[src/rtl/core/tprd_pkg.sv]
// shared types and constants of the tile plane repeat decoder
package tprd_pkg;

  localparam int unsigned ROWS = 8;
  localparam int unsigned QUEUE_DEPTH = 2;
  localparam logic [7:0] REPEAT_MASK = 8'h7F;

  typedef enum logic [1:0] {
    PH_CMD,
    PH_ROW0,
    PH_LIT
  } phase_t;

  typedef struct packed {
    logic            transpose;
    logic [7:0][7:0] rows;
  } plane_t;

  // byte idx of a finished plane, as stored or bit transposed
  function automatic logic [7:0] plane_byte(input plane_t p, input logic [2:0] idx);
    logic [7:0] v;
    v = '0;
    if (p.transpose) begin
      for (int r = 0; r < 8; r++) begin
        v[7 - r] = p.rows[r][~idx];
      end
    end else begin
      v = p.rows[idx];
    end
    return v;
  endfunction

endpackage

[src/rtl/core/tprd_front.sv]
// front end: parses command and literal bytes and assembles complete planes
module tprd_front (
  input  logic            clk,
  input  logic            rst,
  input  logic            in_valid,
  output logic            in_ready,
  input  logic [7:0]      data_byte,
  input  logic            q_full,
  output logic            q_push,
  output tprd_pkg::plane_t q_plane
);

  tprd_pkg::phase_t phase, phase_next;
  logic [7:0]       command_bits;
  logic [2:0]       row_index, row_index_next;
  logic [7:0][7:0]  rows;
  logic [7:0][7:0]  rows_new;
  logic [2:0]       cur_row;
  logic [7:0]       pend;
  logic [3:0]       next_lit;
  logic             plane_done;
  logic             accept;

  assign in_ready = (phase == tprd_pkg::PH_CMD) || !q_full;
  assign accept   = in_valid && in_ready;

  always_comb begin
    cur_row  = (phase == tprd_pkg::PH_ROW0) ? 3'd0 : row_index;
    // command bits of the rows after the current one
    pend     = command_bits & (tprd_pkg::REPEAT_MASK >> cur_row);
    next_lit = 4'd8;
    for (int k = 7; k >= 1; k--) begin
      if (pend[7 - k]) begin
        next_lit = 4'(k);
      end
    end
    plane_done = (pend == 8'h00);
    // the byte fills its own row and every repeat up to the next literal
    for (int k = 0; k < 8; k++) begin
      if ((4'(k) >= {1'b0, cur_row}) && (4'(k) < next_lit)) begin
        rows_new[k] = data_byte;
      end else begin
        rows_new[k] = rows[k];
      end
    end
  end

  always_comb begin
    phase_next     = phase;
    row_index_next = row_index;
    q_push         = 1'b0;
    if (accept) begin
      unique case (phase)
        tprd_pkg::PH_ROW0, tprd_pkg::PH_LIT: begin
          if (plane_done) begin
            phase_next     = tprd_pkg::PH_CMD;
            row_index_next = 3'd0;
            q_push         = 1'b1;
          end else begin
            phase_next     = tprd_pkg::PH_LIT;
            row_index_next = next_lit[2:0];
          end
        end
        default: begin
          phase_next     = tprd_pkg::PH_ROW0;
          row_index_next = 3'd0;
        end
      endcase
    end
  end

  assign q_plane.transpose = command_bits[7];
  assign q_plane.rows      = rows_new;

  always_ff @(posedge clk) begin
    if (rst) begin
      phase     <= tprd_pkg::PH_CMD;
      row_index <= 3'd0;
    end else begin
      phase     <= phase_next;
      row_index <= row_index_next;
    end
  end

  always_ff @(posedge clk) begin
    if (rst) begin
      command_bits <= 8'h00;
    end else if (accept && (phase == tprd_pkg::PH_CMD)) begin
      command_bits <= data_byte;
    end
  end

  always_ff @(posedge clk) begin
    if (accept && (phase != tprd_pkg::PH_CMD)) begin
      rows <= rows_new;
    end
  end

endmodule

[src/rtl/core/tprd_queue.sv]
// short plane queue between front end and back end
module tprd_queue #(
  parameter int unsigned DEPTH = tprd_pkg::QUEUE_DEPTH
) (
  input  logic                       clk,
  input  logic                       rst,
  input  logic                       push,
  input  tprd_pkg::plane_t           push_plane,
  input  logic                       pop,
  output tprd_pkg::plane_t           head,
  output logic                       empty,
  output logic                       full,
  output logic [$clog2(DEPTH+1)-1:0] count
);

  localparam int unsigned PTR_W = (DEPTH > 1) ? $clog2(DEPTH) : 1;
  localparam int unsigned CNT_W = $clog2(DEPTH + 1);

  tprd_pkg::plane_t entries [DEPTH];
  logic [PTR_W-1:0] wr_ptr, rd_ptr;

  assign empty = (count == CNT_W'(0));
  assign full  = (count == CNT_W'(DEPTH));
  assign head  = entries[rd_ptr];

  always_ff @(posedge clk) begin
    if (push) begin
      entries[wr_ptr] <= push_plane;
    end
  end

  always_ff @(posedge clk) begin
    if (rst) begin
      wr_ptr <= '0;
      rd_ptr <= '0;
      count  <= '0;
    end else begin
      if (push) begin
        wr_ptr <= (wr_ptr == PTR_W'(DEPTH - 1)) ? '0 : wr_ptr + PTR_W'(1);
      end
      if (pop) begin
        rd_ptr <= (rd_ptr == PTR_W'(DEPTH - 1)) ? '0 : rd_ptr + PTR_W'(1);
      end
      if (push && !pop) begin
        count <= count + CNT_W'(1);
      end else if (pop && !push) begin
        count <= count - CNT_W'(1);
      end
    end
  end

endmodule

[src/rtl/core/tprd_back.sv]
// back end: streams eight bytes of each queued plane through an output register
module tprd_back (
  input  logic             clk,
  input  logic             rst,
  input  tprd_pkg::plane_t head,
  input  logic             q_empty,
  output logic             q_pop,
  output logic             out_valid,
  input  logic             out_ready,
  output logic [7:0]       out_byte,
  output logic             last_of_plane
);

  logic [2:0] idx;
  logic       load;

  assign load  = !q_empty && (!out_valid || out_ready);
  assign q_pop = load && (idx == 3'd7);

  always_ff @(posedge clk) begin
    if (rst) begin
      out_valid <= 1'b0;
      idx       <= 3'd0;
    end else begin
      if (load) begin
        out_valid <= 1'b1;
        idx       <= idx + 3'd1;
      end else if (out_ready) begin
        out_valid <= 1'b0;
      end
    end
  end

  always_ff @(posedge clk) begin
    if (load) begin
      out_byte      <= tprd_pkg::plane_byte(head, idx);
      last_of_plane <= (idx == 3'd7);
    end
  end

endmodule

[src/rtl/core/tile_plane_repeat_decoder_unit.sv]
// top level of the tile plane repeat decoder
//
//  channel | signals                               | direction
//  --------+---------------------------------------+----------
//  input   | in_valid, in_ready, data_byte         | in
//  output  | out_valid, out_ready, out_byte,       | out
//          | last_of_plane                         |
//
// a plane of 2 to 9 input beats yields 8 output beats, one per cycle while out_ready is high
// the output rate is set by the back end, which reads one byte of the head plane per cycle
// while the plane queue is not empty and out_ready is high
// reset (synchronous, active high) clears the parser phase, queue pointers and output valid
// the front end stalls on any row 0 or literal byte while the plane queue is full;
// the back end stalls on out_ready and on an empty plane queue
module tile_plane_repeat_decoder_unit #(
  parameter int unsigned QDEPTH = tprd_pkg::QUEUE_DEPTH
) (
  input  logic       clk,
  input  logic       rst,
  input  logic       in_valid,
  output logic       in_ready,
  input  logic [7:0] data_byte,
  output logic       out_valid,
  input  logic       out_ready,
  output logic [7:0] out_byte,
  output logic       last_of_plane
);

  localparam int unsigned CNT_W = $clog2(QDEPTH + 1);

  // plane hand-off between the two halves
  tprd_pkg::plane_t push_plane;
  tprd_pkg::plane_t head_plane;
  logic             q_push;
  logic             q_pop;
  logic             q_empty;
  logic             q_full;
  logic [CNT_W-1:0] q_count;

  // parser: command, row 0 and literal beats, repeats expanded into full planes
  tprd_front u_front (
    .clk       (clk),
    .rst       (rst),
    .in_valid  (in_valid),
    .in_ready  (in_ready),
    .data_byte (data_byte),
    .q_full    (q_full),
    .q_push    (q_push),
    .q_plane   (push_plane)
  );

  tprd_queue #(
    .DEPTH (QDEPTH)
  ) u_queue (
    .clk        (clk),
    .rst        (rst),
    .push       (q_push),
    .push_plane (push_plane),
    .pop        (q_pop),
    .head       (head_plane),
    .empty      (q_empty),
    .full       (q_full),
    .count      (q_count)
  );

  // emitter: eight beats per plane, transposed when the command asked for it
  tprd_back u_back (
    .clk           (clk),
    .rst           (rst),
    .head          (head_plane),
    .q_empty       (q_empty),
    .q_pop         (q_pop),
    .out_valid     (out_valid),
    .out_ready     (out_ready),
    .out_byte      (out_byte),
    .last_of_plane (last_of_plane)
  );

  // a finished plane never meets a full queue
  a_no_overflow: assert property (@(posedge clk) disable iff (rst) q_push |-> !q_full)
    else $error("plane pushed into full queue");

  // the back end only retires a plane that is there
  a_no_underflow: assert property (@(posedge clk) disable iff (rst) q_pop |-> !q_empty)
    else $error("plane popped from empty queue");

  // retiring a plane coincides with loading its eighth beat
  a_pop_last: assert property (@(posedge clk) disable iff (rst)
    q_pop |=> (out_valid && last_of_plane))
    else $error("plane retired without its last beat");

  // occupancy grows by one on a lone push
  a_count_up: assert property (@(posedge clk) disable iff (rst)
    (q_push && !q_pop) |=> (q_count == $past(q_count) + CNT_W'(1)))
    else $error("queue count out of step with pushes");

endmodule
[config.mk]
export PLATFORM = sky130hd
export DESIGN_NAME = tile_plane_repeat_decoder_unit
export DESIGN_NICKNAME = d
export VERILOG_FILES = /design/src/rtl/core/tprd_pkg.sv /design/src/rtl/core/tprd_front.sv /design/src/rtl/core/tprd_queue.sv /design/src/rtl/core/tprd_back.sv /design/src/rtl/core/tile_plane_repeat_decoder_unit.sv
export SDC_FILE = /design/constraint.sdc
export NUM_CORES = 1
export LEC_CHECK = 0
export ABC_AREA = 1
export BUFFER_PORTS_ARGS = -buffer_cell sky130_fd_sc_hd__buf_2
export CAP_MARGIN = 0
export CORE_UTILIZATION = 40
export DETAILED_ROUTE_END_ITERATION = 10
export PLACE_DENSITY = 0.58
export SYNTH_ARGS = -nofsm -noshare
export SYNTH_HDL_FRONTEND = slang
export SYNTH_HIERARCHICAL = 1
export SYNTH_SLANG_ARGS = --single-unit
[constraint.sdc]
create_clock -name clk -period 9.62 [get_ports clk]
set_input_delay 1.924 -clock clk [delete_from_list [all_inputs] [get_ports clk]]
set_output_delay 1.924 -clock clk [all_outputs]
set_load 0.01 [all_outputs]
==> run metrics, run 1 <==
wire length per cell 17.12 um; most frequent cells after synthesis nand2_1, edfxtp_1, nand3_1; Clock Path Buffers 3; power density over the cells 217.2 nW/um^2; Syn Nets 888; final antenna-violating net count 0; crit-path cells buf_2, nand2_1, clkinv_1, nand2_1, nor2_1, inv_1, nor2_4, buf_4; routed vias/inst 5.075; area of the mapped netlist 10210 sq um; count leader, synth nand2_1; # setup viols final 0; DRC viols 0; placed cell areas 10520 sq um; area grow syn2layout 10.23%; Synth area leader edfxtp_1; vias in the first global route 5787; Clock Root Buffer clkbuf_16; EDFF count, synth 203; post-DP HPWL 13600 um; Worst setup EP type flop; Post-Synthesis Cells 871; worst setup path class in2reg; Yosys top cell area share 59.71%; full die area 26160 sq um; Max Cap Viol 0; run status finished clean; critical path launch point type primary input; final critical-path required period 4.129 ns; worst endpoint required time 9.76 ns; chip width 161.8 um; Iter 0 DRT Violations 488; final hold slack about 0.47 ns; most used cell, CP nand2_1; largest net degree at the start of global routing 67; clk_skew 0.01092 ns; post-route cell area 11250 sq um; ys flop type edfxtp_1; routed length on met2 9894 um; fin util 44.82%; Crit path largest cell delay a little under 0.8 ns; total number of vias roughly 6200; Routed WL approximately 21000 um; global placement routability congestion 0.8232; crit path max fanout 34; Final Max Tran Viols 0; slowest cell on the critical path nor2_4; post-cts sizing count 0; Initial Utilization 40.66%; first-pass GRT wire length 32820 um; cts bufs inserted 23; Pre-Repair DR Iteration Count 5; worst slew pin tran approximately 1.1 ns; Clock transition at path regs 0.06 ns; dpl ws 4.972 ns; TNS Setup 0 ns; WL met1 9516 um; CTS tree built; antenna diode count 0; max frequency about 240 MHz; Max VDD drop between 100 and 150 uV; Fillers 2267; sequential area share after synthesis 64.03%; number of setup buffers added after CTS 0; CTS HTree Levels 1; synthesized area per cell 11.72 sq um; row count 58; worst rel slew slack 29.27%; asr flop ratio synth 0%; distinct cell type count after synthesis 31; total global-route track usage 16.32%; number of buffers added on ports 22; fin crit share 42.92%; NumNets Final 902; metal3 WL roughly 1100 um; # clock sinks 225; CORE AREA about 25000 sq um; final worst slack 5.491 ns; # IOs 23; hold_buf cts 0; Seq cells post-synth 225; antenna violations before repair 0; Hold Path Class reg2reg; gr ovfl total 0; share of layout cells above drive strength 1 18.22%; top post-synthesis cells by area edfxtp_1, nand2_1, mux2_4; synth warn 6; die height 161.8 um; clock latency on the worst-skew pair a little over 0.5 ns; count of final hold-check violations 0; Static Leakage 0.004190 uW; Top Metal Used met4; RSZ-0062 raised after global routing no; Critical Path AT 4.27 ns
[power breakdown]
group	internal, uW	leakage (uW)	total (uW)	switching (uW)
Combinational	107	0.00180	380	273
Clock	517	0.000359	871	354
Sequential	1180	0.00203	1190	18.0
[kinds of logic (layout without fill, tap and decap cells)]
logic type / count (synthesis) / in the layout / share of synthesized area (%)
AOI/OAI and AO/OA: 71 / 71 / 4.241
xor gates and xnor gates: 1 / 1 / 0.08581
adders and majority gates: 5 / 5 / 0.6128
buffers and inverters: 82 / 111 / 4.302
DFF: 225 / 225 / 64.03
muxes: 65 / 65 / 9.008
and+or+nand+nor: 422 / 422 / 17.72
[final timing paths]
kind / from / to / slack (ns) / cells past startpoint
hold / removal: u_front/phase[1] / u_front/phase[1] / 0.47 / 2
setup reg to reg: u_front/phase[1] / u_queue/entries[0][22] / 5.71 / 14
hold reg to reg: u_front/phase[1] / u_front/phase[1] / 0.47 / 2
setup / recovery: in_valid / u_queue/entries[0][22] / 5.49 / 8
[flip-flops by register name (all words and copies together), names as in the netlist, 2 cells and up, named ones only]
register and count:
u_queue/entries 130, u_front/rows 64, u_back/out_byte 8, u_front/command_bits 8, u_back/idx 3, u_front/row_index 3
u_front/phase 2, u_queue/count 2
[through the flow]
stage | total power (uW) | std cells
6_report | 2444 | 1230
5_1_grt | 2552 | 1230
4_1_cts | 2466 | 1230
3_5_place_dp | 1593 | 1190
3_3_place_gp | 1584 | 1190
2_1_floorplan | 1496 | 871
[layer usage]
metal,global-route usage (%),vias up
met1,22.47,2963
met5,0,-
li1,-,3092
met2,26.25,155
met3,2.171,32
met4,6.346,0
[placed cells by master (no fill, tap or decap)]
master,n
clkbuf_1,4
o21ai_2,8
inv_4,2
o21ai_0,28
nor3_1,1
dfxtp_4,1
clkinvlp_4,1
edfxtp_1,203
nand4_1,3
dfxtp_1,20
a31oi_2,1
xnor2_1,1
nand2_2,5
inv_2,7
buf_2,22
dfxtp_2,1
bufinv_16,3
clkbuf_16,23
nand3_1,124
buf_4,6
mux2_2,15
o21bai_4,2
clkinv_1,4
mux2_4,50
nor2_2,5
nand3_4,1
nand2_1,256
clkinv_2,6
o21ai_1,5
a211oi_1,5
a21oi_1,22
ha_1,5
nor2_4,2
inv_1,33
nand2_4,3
nor2_1,22
[area by class of cell]
type                            count  area, sq um  share of cell area (%)
Inverter                           43        166.4                   1.479
Tap cell                          330        412.9                   3.669
Multi-Input combinational cell    564         3248                   28.86
Clock inverter                     13        138.9                   1.234
Timing Repair Buffer               28        155.1                   1.379
Clock buffer                       27        590.6                   5.248
Sequential cell                   225         6541                   58.13
[worst max-delay path: cells and delay by family]
kind | cells | cell delay, ns
buffers and inverters | 4 | 0.96
AND/OR/NAND/NOR | 4 | 1.34
Note: power is estimated with default switching activity, not from simulation.
==> run 2, diff against run 1 <==
Clock period 9.62 ns to 4.3 ns, I/O delays scaled along.
==> run 2 against run 1 <==
Sequential power is 120% higher. Combinational power is 130% higher. Clock power is 120% higher. Worst setup slack worse by 4.5 ns.
==> run metrics, run 2 (synthesized netlist as in run 1, its figures left out) <==
Max Cap Viol 0; Clock Root Buffer clkbuf_16; largest net degree at the start of global routing 55; Pint 3975 uW; antenna diode count 0; run status finished clean; max frequency 305.7 MHz; cell total after placement 1194; row count 58; crit-path cells inv_1, ha_1, nor2_1, inv_1, nand2_4, nor2_2, inv_4, nand2_4, inv_2, nand2_2, nor2_1, nand2_1, inv_2, buf_4; gr ovfl total 0; Reg with most FFs u_queue/entries; Max VDD drop around 220 uV; crit path max fanout 28; area grow syn2layout 10.82%; Reg power frac 49.0%; DRC viols 0; # setup viols final 0; CORE AREA 25110 sq um; antenna violations before repair 0; final antenna-violating net count 0; power density over the cells 481.2 nW/um^2; Hold Path Class reg2reg; number of setup buffers added after CTS 0; final hold slack 0.4628 ns; Worst setup EP type flop; Multi-input gate area 3248 sq um; Clock Path Buffers 3; worst slew pin tran 1.080 ns; Final Max Tran Viols 0; RSZ-0062 raised after global routing no; most common cell after layout, fill and taps aside nand2_1; TNS Setup 0 ns; full die area 26160 sq um; Pre-Repair DR Iteration Count 4; worst setup path class reg2reg; vias in the first global route roughly 5800; Initial Utilization between 40% and 50%; total global-route track usage 16.86%; clk_skew 0.01029 ns; Static Leakage 0.004218 uW; CTS tree built; Routed WL ~22000 um; Comb power frac approximately 16%; Crit path largest cell delay roughly 0.49 ns; die height 161.8 um; worst path bufs/invs 6; hold_buf cts 0; dpl ws between 1 and 1.5 ns; global placement routability congestion between 0.8 and 0.9; worst endpoint required time 4.50 ns; slowest cell on the critical path inv_2; worst rel slew slack roughly 28%; top flop regs u_queue/entries x130, u_front/rows x64; clock latency on the worst-skew pair 0.51 ns; final cell count without fillers between 1000 and 1500; Critical Path AT 3.48 ns; Sw Pwr around 1500 uW; leading cell types in the layout, fill and taps excluded nand2_1, edfxtp_1, nand3_1; max FFs per register 130; final worst slack 1.029 ns; fin crit share 76.07%; wire length per cell 17.54 um; share of layout cells above drive strength 1 18.78%; NumNets Final 906; CTS HTree Levels 1; # IOs 23; # clock sinks 225; Clock power frac 34.9%; Clock transition at path regs 0.06 ns; Fillers between 2000 and 2500; cts bufs inserted 23; total number of vias 6307; count of final hold-check violations 0; final critical-path required period ~3.3 ns; switching share of total power 26.99%; post-cts sizing count 0; register area 6541 sq um; post-DP HPWL 14770 um; routed vias/inst 5.107; first-pass GRT wire length 33650 um; chip width 161.8 um; Iter 0 DRT Violations roughly 560; number of buffers added on ports 22; critical path launch point type flop; CP top delay family buffers and inverters
run 2: changes by cell type in the layout (fill, tap and decap cells not counted), sizes merged:
cell    change
buf         +4
bufinv      -1
clkbuf      -2
clkinv      +3
inv         +1
run 2: path summary, 6_finish.rpt:
kind                      startpoint                      end  slack [ns]  depth (start not counted)
max reg2reg         u_front/phase[1]   u_queue/entries[1][47]        1.03                         14
min reg2reg  u_front/command_bits[5]  u_front/command_bits[5]        0.46                          2
min          u_front/command_bits[5]  u_front/command_bits[5]        0.46                          2
max                 u_front/phase[1]   u_queue/entries[1][47]        1.03                         14
run 2: stage by stage:
| step | cell area (sq um) | util, % | power [uW] |
|---|---|---|---|
| 2_1_floorplan | 10210 | - | 3347 |
| 3_3_place_gp | 10590 | 42.18 | 3573 |
| 4_1_cts | 11310 | 45.06 | 5487 |
| 6_report | 11310 | 45.06 | 5444 |
| 5_1_grt | 11310 | 45.06 | 5689 |
| 3_5_place_dp | 10590 | 42.18 | 3585 |
run 2: layout make-up:
type                            count  share of cell area (%)
Sequential cell                   225                   57.82
Timing Repair Buffer               32                   1.969
Clock buffer                       25                   5.154
Inverter                           43                   1.471
Multi-Input combinational cell    564                   28.71
Clock inverter                     16                   1.228
Tap cell                          330                   3.650
run 2: worst min-delay path: stages, from the launching register on:
cell and delay (ns):
dfxtp_1 0.31, nand2_1 0.06, a21oi_1 0.05
run 2: layer usage:
layer | global-route usage (%) | vias up | wire length (um)
met5 | 0 | - | 0
met4 | 5.274 | 0 | 520
met3 | 2.273 | 40 | 979
met2 | 26.45 | 147 | 9788
met1 | 24.27 | 3020 | 10370
li1 | - | 3100 | -
run 2: power groups by stage:
stage / Sequential (uW) / Combinational (uW) / Clock [uW]
2_1_floorplan: 2710 / 636 / 0
3_3_place_gp: 2710 / 861 / 0
3_5_place_dp: 2710 / 870 / 0
4_1_cts: 2670 / 875 / 1940
5_1_grt: 2680 / 979 / 2030
6_report: 2670 / 874 / 1900
==> run 3, diff against run 2 <==
Clock period 4.3 ns to 3.2 ns, I/O delays scaled along.
==> run 3 against run 2 <==
Flip-flop and latch count unchanged. Die area unchanged. Critical endpoint is now u_queue/entries[1][19]. Critical path depth unchanged. Clock skew down 0.0013 ns. Non-clock buffer count up 3.
==> run metrics, run 3 (synthesized netlist as in run 1, its figures left out) <==
CORE AREA 25110 sq um; TNS Setup 0 ns; vias in the first global route 5966; Max VDD drop between 400 and 500 uV; final cell count without fillers 1241; antenna violations before repair 0; Final Max Tran Viols 0; worst setup path class reg2reg; max frequency roughly 380 MHz; routed vias/inst 5.086; Critical Path AT 2.82 ns; slowest cell on the critical path dfxtp_1; worst slew pin tran around 0.74 ns; Overall Power 7600 uW; CTS HTree Levels 1; Crit path largest cell delay 0.33 ns; power density over the cells 663.8 nW/um^2; placed cell areas approximately 11000 sq um; Multi-input gate area 3248 sq um; critical path launch point type flop; most common cell after layout, fill and taps aside nand2_1; number of buffers added on ports 22; # setup viols final 0; cell total after placement ~1200; Initial Utilization 40.66%; DRC viols 0; Iter 0 DRT Violations 525; max FFs per register 130; worst hold path endpoint u_back/out_valid; final critical-path required period 2.655 ns; global placement routability congestion 0.8416; leading cell types in the layout, fill and taps excluded nand2_1, edfxtp_1, nand3_1; antenna diode count 0; first-pass GRT wire length 34260 um; Clock Root Buffer clkbuf_16; full die area 26160 sq um; worst path bufs/invs 6; gr ovfl total 0; run status finished clean; Hold Path Class in2reg; post-DP HPWL 14520 um; largest net degree at the start of global routing 67; Static Leakage 0.004273 uW; reg2reg setup slack 0.54 ns; post-cts sizing count 0; Reg with most FFs u_queue/entries; R2R depth 14; cts bufs inserted 24; Clock transition at path regs 0.06 ns; # IOs 23; count of final hold-check violations 0; reg-to-reg endpoint u_queue/entries[1][19]; wire length per cell roughly 18 um; total number of vias 6312; clk_skew 0.009005 ns; area grow syn2layout 12.15%; WHS Path Cells 4; Worst Hold Launch out_ready; fin crit share 82.98%; post-route cell area 11450 sq um; crit path max fanout 66; Worst setup EP type flop; Fillers 2328; top flop regs u_queue/entries x130, u_front/rows x64; Pre-Repair DR Iteration Count 4; final hold slack around 0.41 ns; row count 58; number of setup buffers added after CTS 0; Routed WL 22000 um; crit-path cells inv_1, ha_1, nor2_1, inv_1, nand2_4, nor2_2, inv_4, nand2_4, inv_2, nand2_2, nor2_1, nand2_1, clkinvlp_4, buf_12; clock latency on the worst-skew pair between 0.5 and 0.6 ns; chip width 161.8 um; worst endpoint required time between 3 and 4 ns; share of layout cells above drive strength 1 between 10% and 20%; NumNets Final slightly above 900; total global-route track usage between 10% and 20%; reg2reg start u_front/phase[1]; Max Cap Viol 0; register area 6541 sq um; Critical path origin u_front/phase[1]; CTS tree built; Clock Path Buffers 3; CP top delay family simple AND/OR/NAND/NOR gates; worst rel slew slack 50.61%; final antenna-violating net count 0; # clock sinks 225; RSZ-0062 raised after global routing no; hold_buf cts 0; die height around 160 um
-- run 3: cell types whose count changed in the layout (fill, tap and decap cells not counted), sizes merged --
| cell | previous run | this run |
|---|---|---|
| buf | 32 | 35 |
| bufinv | 2 | 4 |
| clkbuf | 25 | 27 |
| clkinv | 13 | 12 |
| clkinvlp | 1 | 2 |
| inv | 43 | 42 |
-- run 3: stage by stage --
step	setup WS, ns	util [%]
5_1_grt	0.2809	45.60
4_1_cts	0.5188	45.60
3_5_place_dp	0.5387	42.34
2_1_floorplan	0.004491	-
6_report	0.5446	45.60
3_3_place_gp	0.5465	42.34
-- run 3: worst max-delay path by stage --
stage / to / slack [ns] / cells past startpoint
after floorplan: u_front/rows[0] / 0.004 / 7
after global placement: u_queue/entries[1][28] / 0.55 / 14
after detailed placement: u_queue/entries[1][29] / 0.54 / 14
after CTS: u_queue/entries[1][14] / 0.52 / 14
after global routing: u_queue/entries[1][14] / 0.28 / 14
final: u_queue/entries[1][19] / 0.54 / 14
-- run 3: tightest hold or removal path, stage by stage --
cell and delay (ns):
buf_2 0.07, inv_1 0.03, nand2_1 0.06, a21oi_1 0.07
-- run 3: layout make-up --
type                    instances  area share [%]
inverters                      43           1.486
clock inverters                17           1.617
well taps                     330           3.607
multi-input cells             564           28.37
clock buffers                  27           5.530
flip-flops and latches        225           57.14
repair buffers                 35           2.251
-- run 3: power by group --
group	switching [uW]	internal, uW
Sequential	48.3	3530
Combinational	831	339
Clock	1110	1740
Total	1990	5610
-- run 3: layer usage --
layer | share of wire, % | global-route usage (%) | vias to the layer above
li1 | - | - | 3107
met5 | 0 | 0 | -
met1 | 47 | 24.84 | 3031
met3 | 5.0 | 2.298 | 22
met4 | 1.4 | 4.031 | 0
met2 | 46 | 27.41 | 152
